--- config.mk ---
export PLATFORM = sky130hd
export DESIGN_NAME = set_union_intersection_dedup_core
export DESIGN_NICKNAME = d
export VERILOG_FILES = /design/src/hdl/sui_pkg.sv /design/src/hdl/sui_cell.sv /design/src/hdl/set_union_intersection_dedup_core.sv
export SDC_FILE = /design/constraint.sdc
export NUM_CORES = 2
export LEC_CHECK = 0
export BUFFER_PORTS_ARGS = -buffer_cell sky130_fd_sc_hd__buf_2
export CAP_MARGIN = 20
export CELL_PAD_IN_SITES_DETAIL_PLACEMENT = 1
export CELL_PAD_IN_SITES_GLOBAL_PLACEMENT = 1
export CORE_ASPECT_RATIO = 1.4
export CORE_MARGIN = 1.5
export CORE_UTILIZATION = 49
export DETAILED_ROUTE_END_ITERATION = 6
export GPL_ROUTABILITY_DRIVEN = 1
export PLACE_DENSITY_LB_ADDON = 0.1
export SETUP_SLACK_MARGIN = 0.1
export SLEW_MARGIN = 20
export SYNTH_ARGS = -nofsm -noshare
export SYNTH_HDL_FRONTEND = slang
export SYNTH_SLANG_ARGS = --single-unit
--- constraint.sdc ---
create_clock -name i_clk -period 3.8 [get_ports i_clk]
set_input_delay 0.76 -clock i_clk [delete_from_list [all_inputs] [get_ports i_clk]]
set_output_delay 0.76 -clock i_clk [all_outputs]
set_load 0.02 [all_outputs]
--- src/hdl/sui_pkg.sv ---
// ============================================================================
// sui_pkg
// Shared types and constants for the set union / intersection dedup core.
// ============================================================================
`default_nettype none

package sui_pkg;

    // Element width, fixed by the stream format
    localparam int DATA_W = 32;

    // Stream action codes (carried on tuser)
    localparam logic [1:0] ACT_CLEAR = 2'd0;
    localparam logic [1:0] ACT_LOAD  = 2'd1;
    localparam logic [1:0] ACT_CAND  = 2'd2;

    // Mode register values
    localparam logic MODE_UNION = 1'b0;
    localparam logic MODE_INTER = 1'b1;

    // Register index bit of paddr (registers lie 4 bytes apart)
    localparam logic REG_MODE = 1'b0;

    // Search token handed from cell to cell
    typedef struct packed {
        logic act;      // token present
        logic ref_hit;  // value found in reference store so far
        logic emt_hit;  // value found in emitted store so far
    } t_link;

    // Write strobes broadcast to the row of cells
    typedef struct packed {
        logic ref_we;
        logic emt_we;
    } t_wr;

    // Controller states, one-hot
    typedef enum logic [2:0] {
        ST_IDLE = 3'b001,
        ST_WALK = 3'b010,
        ST_EMIT = 3'b100
    } t_state;

endpackage

`default_nettype wire

--- src/hdl/sui_cell.sv ---
// ============================================================================
// sui_cell
// One storage cell: holds one reference entry and one emitted entry, and
// folds its compare results into the search token passed down the row.
// ============================================================================
`default_nettype none

module sui_cell
    import sui_pkg::*;
#(
    parameter int AW  = 5,
    parameter int CW  = 6,
    parameter int IDX = 0
) (
    input  wire logic              i_clk,
    input  wire logic              i_rst_n,
    input  wire t_link             i_link,
    output t_link                  o_link,
    input  wire logic [DATA_W-1:0] i_value,
    input  wire t_wr               i_wr,
    input  wire logic [AW-1:0]     i_wr_idx,
    input  wire logic [DATA_W-1:0] i_wr_data,
    input  wire logic [CW-1:0]     i_ref_cnt,
    input  wire logic [CW-1:0]     i_emt_cnt
);

    logic [DATA_W-1:0] r_ref;
    logic [DATA_W-1:0] r_emt;
    t_link             r_link;
    t_link             n_link;
    logic              w_sel;
    logic              w_ref_match;
    logic              w_emt_match;

    // Entry is live only below the fill count
    assign w_sel       = (i_wr_idx == AW'(IDX));
    assign w_ref_match = (i_ref_cnt > CW'(IDX)) && (r_ref == i_value);
    assign w_emt_match = (i_emt_cnt > CW'(IDX)) && (r_emt == i_value);

    // Entry storage, no reset
    always_ff @(posedge i_clk) begin
        if (i_wr.ref_we && w_sel) begin
            r_ref <= i_wr_data;
        end
        if (i_wr.emt_we && w_sel) begin
            r_emt <= i_wr_data;
        end
    end

    // Token stage
    always_comb begin
        n_link.act     = i_link.act;
        n_link.ref_hit = i_link.act && (i_link.ref_hit || w_ref_match);
        n_link.emt_hit = i_link.act && (i_link.emt_hit || w_emt_match);
    end

    always_ff @(posedge i_clk) begin
        if (!i_rst_n) begin
            r_link <= '0;
        end else begin
            r_link <= n_link;
        end
    end

    assign o_link = r_link;

endmodule

`default_nettype wire

--- src/hdl/set_union_intersection_dedup_core.sv ---
// A clear, a load into a store with room or an unused action is handled in the idle state.
// A candidate walks a search token through the row of MAX_ELEMS cells, one
// cell per cycle; a candidate that survives the search goes to the output register.
// A load into a full store goes through the emit state and returns an overflow result.
// One item is in work at a time; the output register lets the next be taken.
// Synchronous active-low reset empties both stores and sets union mode.
// ============================================================================
// set_union_intersection_dedup_core
// Streaming set union / intersection with duplicate removal, built on a
// row of compare cells and a small controller.
// ============================================================================
`default_nettype none

module set_union_intersection_dedup_core
    import sui_pkg::*;
#(
    parameter int MAX_ELEMS = 32
) (
    input  wire logic              i_clk,
    input  wire logic              i_rst_n,
    // Input stream
    input  wire logic              i_s_axis_tvalid,
    output logic                   o_s_axis_tready,
    input  wire logic [31:0]       i_s_axis_tdata,   // [31:0] value
    input  wire logic [1:0]        i_s_axis_tuser,   // [1:0] action
    // Output stream
    output logic                   o_m_axis_tvalid,
    input  wire logic              i_m_axis_tready,
    output logic [31:0]            o_m_axis_tdata,   // [31:0] result_value
    output logic [0:0]             o_m_axis_tuser,   // [0] overflow
    // Register port
    input  wire logic              psel,
    input  wire logic              penable,
    input  wire logic              pwrite,
    input  wire logic [2:0]        paddr,
    input  wire logic [31:0]       pwdata,
    output logic [31:0]            prdata,
    output logic                   pready
);

    localparam int AW = (MAX_ELEMS > 1) ? $clog2(MAX_ELEMS) : 1;
    localparam int CW = $clog2(MAX_ELEMS + 1);
    localparam logic [CW-1:0] FULL = CW'(MAX_ELEMS);

    t_state              r_state, n_state;
    logic                r_mode;
    logic [CW-1:0]       r_ref_cnt, n_ref_cnt;
    logic [CW-1:0]       r_emt_cnt, n_emt_cnt;
    logic [DATA_W-1:0]   r_value;
    logic                r_ovf, n_ovf;
    logic                r_launch;
    logic                r_out_valid;
    logic [DATA_W-1:0]   r_out_data;
    logic                r_out_ovf;

    logic                w_in_acc;
    logic                w_out_free;
    t_wr                 w_wr;
    logic [AW-1:0]       w_wr_idx;
    logic [DATA_W-1:0]   w_wr_data;
    t_link               w_link [MAX_ELEMS+1];
    logic [MAX_ELEMS-1:0] w_act;
    t_link               w_tail;
    logic                w_keep;

    // ------------------------------------------------------------------
    // Register port
    assign pready = 1'b1;

    always_ff @(posedge i_clk) begin
        if (!i_rst_n) begin
            r_mode <= MODE_UNION;
        end else if (psel && penable && pwrite && (paddr[2] == REG_MODE)) begin
            r_mode <= pwdata[0];
        end
    end

    assign prdata = (paddr[2] == REG_MODE) ? {31'd0, r_mode} : 32'd0;

    // ------------------------------------------------------------------
    // Handshakes
    assign o_s_axis_tready = (r_state == ST_IDLE);
    assign w_in_acc        = i_s_axis_tvalid && o_s_axis_tready;
    assign w_out_free      = !r_out_valid || i_m_axis_tready;

    // ------------------------------------------------------------------
    // Row of cells
    assign w_link[0] = '{act: r_launch, ref_hit: 1'b0, emt_hit: 1'b0};

    for (genvar g = 0; g < MAX_ELEMS; g++) begin : g_cell
        sui_cell #(
            .AW  (AW),
            .CW  (CW),
            .IDX (g)
        ) u_cell (
            .i_clk     (i_clk),
            .i_rst_n   (i_rst_n),
            .i_link    (w_link[g]),
            .o_link    (w_link[g+1]),
            .i_value   (r_value),
            .i_wr      (w_wr),
            .i_wr_idx  (w_wr_idx),
            .i_wr_data (w_wr_data),
            .i_ref_cnt (r_ref_cnt),
            .i_emt_cnt (r_emt_cnt)
        );
        assign w_act[g] = w_link[g+1].act;
    end

    assign w_tail = w_link[MAX_ELEMS];

    // Candidate survives the search: in reference (intersection) and new
    assign w_keep = ((r_mode == MODE_UNION) || w_tail.ref_hit) && !w_tail.emt_hit;

    // ------------------------------------------------------------------
    // Controller
    always_comb begin
        n_state   = r_state;
        n_ref_cnt = r_ref_cnt;
        n_emt_cnt = r_emt_cnt;
        n_ovf     = r_ovf;
        w_wr      = '0;
        w_wr_idx  = r_ref_cnt[AW-1:0];
        w_wr_data = i_s_axis_tdata;
        unique case (r_state)
            ST_IDLE: begin
                if (w_in_acc) begin
                    priority if (i_s_axis_tuser == ACT_CLEAR) begin
                        n_ref_cnt = '0;
                        n_emt_cnt = '0;
                    end else if (i_s_axis_tuser == ACT_LOAD) begin
                        if (r_ref_cnt == FULL) begin
                            n_ovf   = 1'b1;
                            n_state = ST_EMIT;
                        end else begin
                            w_wr.ref_we = 1'b1;
                            n_ref_cnt   = r_ref_cnt + 1'b1;
                        end
                    end else if (i_s_axis_tuser == ACT_CAND) begin
                        n_state = ST_WALK;
                    end else begin
                        n_state = ST_IDLE;
                    end
                end
            end
            ST_WALK: begin
                w_wr_idx  = r_emt_cnt[AW-1:0];
                w_wr_data = r_value;
                if (w_tail.act) begin
                    if (!w_keep) begin
                        n_state = ST_IDLE;
                    end else if (r_emt_cnt == FULL) begin
                        n_ovf   = 1'b1;
                        n_state = ST_EMIT;
                    end else begin
                        w_wr.emt_we = 1'b1;
                        n_emt_cnt   = r_emt_cnt + 1'b1;
                        n_ovf       = 1'b0;
                        n_state     = ST_EMIT;
                    end
                end
            end
            ST_EMIT: begin
                if (w_out_free) begin
                    n_state = ST_IDLE;
                end
            end
            default: begin
                n_state = ST_IDLE;
            end
        endcase
    end

    always_ff @(posedge i_clk) begin
        if (!i_rst_n) begin
            r_state   <= ST_IDLE;
            r_ref_cnt <= '0;
            r_emt_cnt <= '0;
            r_launch  <= 1'b0;
            r_ovf     <= 1'b0;
        end else begin
            r_state   <= n_state;
            r_ref_cnt <= n_ref_cnt;
            r_emt_cnt <= n_emt_cnt;
            r_launch  <= w_in_acc && (i_s_axis_tuser == ACT_CAND);
            r_ovf     <= n_ovf;
        end
    end

    // Item value, held for the search and the result
    always_ff @(posedge i_clk) begin
        if (w_in_acc) begin
            r_value <= i_s_axis_tdata;
        end
    end

    // ------------------------------------------------------------------
    // Output register
    always_ff @(posedge i_clk) begin
        if (!i_rst_n) begin
            r_out_valid <= 1'b0;
        end else if ((r_state == ST_EMIT) && w_out_free) begin
            r_out_valid <= 1'b1;
        end else if (i_m_axis_tready) begin
            r_out_valid <= 1'b0;
        end
    end

    always_ff @(posedge i_clk) begin
        if ((r_state == ST_EMIT) && w_out_free) begin
            r_out_data <= r_value;
            r_out_ovf  <= r_ovf;
        end
    end

    assign o_m_axis_tvalid   = r_out_valid;
    assign o_m_axis_tdata    = r_out_data;
    assign o_m_axis_tuser[0] = r_out_ovf;

    // ------------------------------------------------------------------
`ifndef NO_ASSERTIONS
    a_ref_cnt_bound: assert property (@(posedge i_clk) disable iff (!i_rst_n)
        r_ref_cnt <= FULL)
        else $error("reference count beyond store depth");

    a_emt_cnt_bound: assert property (@(posedge i_clk) disable iff (!i_rst_n)
        r_emt_cnt <= FULL)
        else $error("emitted count beyond store depth");

    a_one_token: assert property (@(posedge i_clk) disable iff (!i_rst_n)
        $onehot0(w_act))
        else $error("more than one search token in the cell row");

    a_token_in_walk: assert property (@(posedge i_clk) disable iff (!i_rst_n)
        w_tail.act |-> (r_state == ST_WALK))
        else $error("search token finished outside the walk state");

    a_emt_only_on_emit: assert property (@(posedge i_clk) disable iff (!i_rst_n)
        (r_emt_cnt == $past(r_emt_cnt) + 1'b1) && $past(i_rst_n)
            |-> (r_state == ST_EMIT) && !r_ovf)
        else $error("emitted count advanced without a pending result");
`endif

endmodule

`default_nettype wire
* Word level (Yosys, flattened, before mapping)
Cells that the tools add are included.
Storage, ports and cells: register bits after elaboration 2228, input bits 76, word-level logic and storage cells 665
Operators by class: add/subtract/negate cells 2, order comparisons 64, equality and inequality tests 113, mux-type cells 40, bitwise gates (word level) 2, reductions and logical operators 274
Operator list (number):
- $eq 32x32->1 | 64
- $logic_and 1x1->1 | 199
- $gt 6x5->1 const B | 32
- $gt 6x4->1 const B | 16
- $eq 5x5->1 const B | 16
- $logic_or 1x1->1 | 64
- $gt 6x3->1 const B | 8
- $mux 6 | 8
- $eq 5x4->1 const B | 8
- $mux 32 | 1
- $gt 6x1->1 const B | 4
- $gt 6x2->1 const B | 4
- $mux 3 | 7
- $eq 5x3->1 const B | 4
- $mux 1 | 19
- $add 6x1->6 const B | 2
- $eq 6x6->1 const B | 2
- $pmux 6 s2 | 1
- $eq 5x2->1 const B | 2
- $ne 2x1->1 const B | 5
- $ne 2x2->1 const B | 5
- $pmux 3 s3 | 1
- $reduce_and 7->1 | 1
- $reduce_and 6->1 | 1
- 17 further kinds | 21

* Depth between registers and ports, before layout
depth after elaboration 7, mapped depth 12, mapped depth without buffers 7

* Hierarchy
Synthesis repeated with hierarchy kept, for this count alone.
Unflattened totals: cells, all modules 5655, area total of the unflattened synthesis 92183.4 um2
By module, submodules not included:
- sui_cell (g_cell[25].u_cell ...) | instances 2, cells an instance 165, area each 2757.6 um2, seq. area each 1981.9 um2
- sui_cell (g_cell[16].u_cell ...) | instances 2, cells an instance 164, area each 2752.6 um2, seq. area each 1981.9 um2
- set_union_intersection_dedup_core | instances 1, cells an instance 363, area each 3912.5 um2, seq. area each 2332.2 um2
- sui_cell (g_cell[14].u_cell) | instances 1, cells an instance 168, area each 2781.4 um2, seq. area each 1981.9 um2
- sui_cell (g_cell[17].u_cell) | instances 1, cells an instance 164, area each 2776.4 um2, seq. area each 1981.9 um2
- sui_cell (g_cell[10].u_cell) | instances 1, cells an instance 165, area each 2771.4 um2, seq. area each 1981.9 um2
- sui_cell (g_cell[3].u_cell) | instances 1, cells an instance 163, area each 2768.9 um2, seq. area each 1981.9 um2
- sui_cell (g_cell[11].u_cell) | instances 1, cells an instance 163, area each 2766.4 um2, seq. area each 1981.9 um2
- sui_cell (g_cell[21].u_cell) | instances 1, cells an instance 164, area each 2765.2 um2, seq. area each 1981.9 um2
- sui_cell (g_cell[29].u_cell) | instances 1, cells an instance 167, area each 2765.2 um2, seq. area each 1981.9 um2
- sui_cell (g_cell[2].u_cell) | instances 1, cells an instance 169, area each 2763.9 um2, seq. area each 1981.9 um2
- sui_cell (g_cell[0].u_cell) | instances 1, cells an instance 169, area each 2762.6 um2, seq. area each 1981.9 um2
- sui_cell (g_cell[20].u_cell) | instances 1, cells an instance 164, area each 2761.4 um2, seq. area each 1981.9 um2
- sui_cell (g_cell[24].u_cell) | instances 1, cells an instance 162, area each 2761.4 um2, seq. area each 1981.9 um2
- 17 more rows

* Least setup slack after synthesis
Ideal clock, no wire load.
kind register to register, start reg r_state[0], end reg g_cell[17].u_cell.r_ref[0], enable pin, setup time 0.421 ns, data arrival time 3.650 ns, required time 3.379 ns, setup slack -0.271 ns, cell stages (with the launch flop) 10, buffers on the path 4, period minus slack after synthesis 4.071 ns, cells stage by stage dfxtp_1 > clkbuf_2 > nor3b_2 > and2_1 > buf_2 > and3b_1 > nand2b_1 > clkbuf_2 > buf_4 > nor2_1
Between the ends: word-level cells in the longest chain between the ends 5, elaborated cells between the ends (all ways) 8
RTL lines:
- start, declared | line set_union_intersection_dedup_core.sv:45 | t_state r_state, n_state;
- start signal, assigned | line set_union_intersection_dedup_core.sv:182 | r_state <= n_state;
- $eq 3x1->1 (*) | line set_union_intersection_dedup_core.sv:82 | assign o_s_axis_tready = (r_state == ST_IDLE);
- via o_s_axis_tready | line set_union_intersection_dedup_core.sv:23 | output logic o_s_axis_tready,
- $logic_and 1x1->1 | line set_union_intersection_dedup_core.sv:83 | assign w_in_acc = i_s_axis_tvalid && o_s_axis_tready;
- $mux 1 | line set_union_intersection_dedup_core.sv:127 | if (w_in_acc) begin
- $mux 1 (*) | line set_union_intersection_dedup_core.sv:125 | unique case (r_state)
- $logic_and 1x1->1 (*) | line sui_cell.sv:42 | if (i_wr.ref_we && w_sel) begin
- end signal, assigned | line sui_cell.sv:43 | r_ref <= i_wr_data;
- end, declared | line sui_cell.sv:27 | logic [DATA_W-1:0] r_ref;
Mark *: on every way through the listed nets, which the timed path passes. The rest lies on a longest branch. A chain may end at the register's enable or synchronous reset.

* Worst setup path in the final report
start reg r_state[1], end reg g_cell[30].u_cell.r_emt[27], enable pin
Between the ends: word-level cells in the longest chain between the ends 4, elaborated cells between the ends (all ways) 5
RTL lines:
- $eq 3x2->1 (*) | line set_union_intersection_dedup_core.sv:125
- $mux 5 | line set_union_intersection_dedup_core.sv:125
- $eq 5x5->1 | line sui_cell.sv:36 | assign w_sel = (i_wr_idx == AW'(IDX));
- $logic_and 1x1->1 (*) | line sui_cell.sv:45 | if (i_wr.emt_we && w_sel) begin
- end signal, assigned | line sui_cell.sv:46 | r_emt <= i_wr_data;
- end, declared | line sui_cell.sv:28 | logic [DATA_W-1:0] r_emt;
Every way passes the cells marked *; elsewhere a longest branch is shown, timed or not.

==> flow_summary.json <==
{
  "totalWireLength_um": 343000,
  "reg2reg_from": "r_state[1]$_SDFFE_PN0P_",
  "syn_avg_cell_area_sq_um": 15.8,
  "max-vdd-ir-drop_mv": 0.399,
  "regToRegEndpoint": "g_cell[30].u_cell.r_emt[27]$_DFFE_PP_",
  "cts_tree": "yes",
  "drc": 51,
  "cts_root_buf": "clkbuf_16",
  "fmax_ghz": 0.298,
  "power_leakage_nw": 33.8,
  "finalCritPeriodShare_pct": 88.2,
  "final_antenna_net_count": 0,
  "portBuffers": 78,
  "max_slew_margin_pct": 18.5,
  "worstHoldEndpoint": "r_value[28]$_DFFE_PN_",
  "ios": 144,
  "hold_violations": 0,
  "grt_max_degree": 65,
  "met1_length_um": 129000,
  "reg2regPathDepth": 5,
  "fin_crit_ps": 3350,
  "stdcell_area_sq_um": 106000,
  "postCtsSetupBuffers": 0,
  "clkTransAtPathRegs_ps": 70,
  "grtUsageTotal_pct": 35.6,
  "grt_first_pass_wirelength_um": 464000,
  "cap_violations": 0,
  "wl_met2_um": 166000,
  "yosys_warnings": 0,
  "setup_ws_ps": 450,
  "viasPerCell": 6.30,
  "cts.sinks": 2228,
  "synthArstFlopShare_pct": 0,
  "crit_chain": "or3b_1 > nor3_4 > and3_1 > nand2_2 > nor2_4",
  "cp-end-kind": "flip-flop",
  "dp_hpwl_um": 195000,
  "critPathLaunch": "r_state[1]$_SDFFE_PN0P_",
  "worst_pin_slew_ps": 1220,
  "place_area_sq_um": 99000,
  "status": "complete, but fails checks",
  "worstPathArrival_ps": 3840,
  "synth_edf_count": 2113,
  "yosysUniqueCellTypes": 60,
  "start_util_pct": 49.4,
  "yosysMostFrequentCell": "edfxtp_1",
  "regToRegSetupSlack_ps": 450,
  "ys_seq_area_share_pct": 71.0,
  "start_kind": "flip-flop",
  "drtPass1Iterations": 7,
  "wl_met3_um": 29900,
  "drive_above_1_share_pct": 13.2,
  "grt_overflow": 0,
  "power.density_nw_per_um2": 513,
  "vias": 55900,
  "finalClockSkew_ps": 59.0,
  "core_area_sq_um": 187000,
  "cts_resized": 0,
  "die_x_um": 370,
  "max_stage_delay_ps": 910,
  "synthCells": 5854,
  "top_layer": "met5",
  "cp.required_ps": 4290,
  "setup_viol": 0,
  "synth_area_leader_cell": "edfxtp_1",
  "dpl_worst_slack_ps": 423,
  "syn_area_sq_um": 92500,
  "synth.ff_latch_count": 2228,
  "drtIter0Drc": 7759,
  "cts.hold.buffers_added": 0,
  "antenna_found_initial": 40,
  "hold_path_class": "primary input to flip-flop",
  "setup_tns_ps": 0,
  "hold_ws_ps": 84.3,
  "yosys-top-cells-count": "edfxtp_1 (2113), xor2_1 (1037), xnor2_1 (1015), nand4_1 (298), nor4_1 (292)",
  "final_max_slew_viol_count": 0,
  "hold_start": "i_s_axis_tdata[28]",
  "ys.flop_type": "edfxtp_1",
  "synth_top_cells_by_area": "edfxtp_1 (69%), xor2_1 (9.8%), xnor2_1 (9.6%)",
  "crit_type": "flip-flop to flip-flop",
  "routedWlPerCell_um": 38.6,
  "cts_buffers": 219,
  "grt_pass1_vias": 55800,
  "die_area_sq_um": 192000,
  "cts_htree_levels": 4,
  "grt_setup_unrepaired": "false",
  "rows": 188,
  "syn_to_final_growth_pct": 14.4,
  "die_h_um": 517,
  "cp_top_family": "simple AND/OR/NAND/NOR gates",
  "min_delay_path_depth": 1,
  "place.gp.congestion": 0.877,
  "fin_cells": 8870,
  "cts_buffer_depth": 4,
  "path_buf_inv": 0,
  "violations": "design-rule violations",
  "clk_latency_ps": 880,
  "dp.cells": 8461,
  "cp_max_fo": 32,
  "synth_top_cell_area_share_pct": 68.6,
  "slowest_stage": "nor2_4",
  "final_nets": 6299
}
[worst register-to-register path, cell delays in order (launching register included)]
cell and delay, ps:
dfxtp_1 460, or3b_1 440, nor3_4 290, and3_1 420
nand2_2 450, nor2_4 920
[state kept, by name, indices dropped and copies added, names as in the netlist]
| signal | count |
|---|---|
| o_m_axis_tdata | 32 |
| g_cell.u_cell.r_emt | 1024 |
| r_ovf | 1 |
| r_mode | 1 |
| o_m_axis_tuser | 1 |
| r_launch | 1 |
| o_m_axis_tvalid | 1 |
| r_emt_cnt | 6 |
| r_value | 32 |
| r_state | 3 |
| r_ref_cnt | 6 |
| g_cell.u_cell.o_link | 96 |
| g_cell.u_cell.r_ref | 1024 |
[kinds of logic (layout without fill, tap and decap cells)]
family | Yosys count | count (layout) | share of synthesized area [%]
XOR/XNOR | 2052 | 2052 | 19.4
other | 2 | 42 | 0.00811
adder cells (fa/ha/maj) | 11 | 11 | 0.149
AND/OR/NAND/NOR | 1043 | 1043 | 6.24
multiplexers | 3 | 3 | 0.0324
AO/OA/AOI/OAI | 169 | 169 | 1.36
buffers and inverters | 346 | 852 | 1.73
flip-flops | 2228 | 2228 | 71.0
[layout make-up]
type                    count  area [sq um]
repair buffers            429          4230
flip-flops and latches   2228         65800
inverters                  24          90.1
well taps                2470          3090
diodes                     10          25.0
multi-input cells        3310         25800
fillers                 17100         81600
clock buffers             320          6220
clock inverters            79           673
[layout by cell type, fill, tap and decap left out, drive strengths merged, types with 103 or more instances in the layout]
cell	netlist	routed
nor2	103	103
xor2	1037	1037
xnor2	1015	1015
nand4	298	298
buf	244	429
nor4	292	292
dfxtp	115	115
edfxtp	2113	2113
clkbuf	78	320
nand2	143	143
[layer usage]
metal | vias to the layer above | GRT usage [%]
li1 | 22000 | -
met1 | 29900 | 47.2
met2 | 3160 | 58.9
met3 | 786 | 4.53
met4 | 8 | 15.5
met5 | - | 0
[per-stage QoR]
step	util [%]	total power (W)
finish	56.5	0.0543
global route	56.5	0.0553
CTS	56.5	0.0544
detailed placement	52.8	0.0332
global placement	52.8	0.0331
floorplan	-	0.0303
[how the worst max path moves through the flow]
stage | endpoint | slack (ps) | cells past startpoint
after floorplan | g_cell[17].u_cell.r_ref[0]$_DFFE_PP_ | -270 | 9
after global placement | g_cell[28].u_cell.r_ref[9]$_DFFE_PP_ | 450 | 9
after detailed placement | g_cell[19].u_cell.r_ref[11]$_DFFE_PP_ | 420 | 9
after CTS | g_cell[30].u_cell.r_emt[1]$_DFFE_PP_ | 520 | 5
after global routing | g_cell[11].u_cell.r_emt[18]$_DFFE_PP_ | 350 | 6
final | g_cell[30].u_cell.r_emt[27]$_DFFE_PP_ | 450 | 5
[report_power, final]
part           switching [W]  internal, W  total, W
sequential         0.0000919       0.0270    0.0271
combinational        0.00413      0.00167   0.00579
clock                0.00941       0.0121    0.0215
Note: power is estimated with default switching activity, not from simulation.
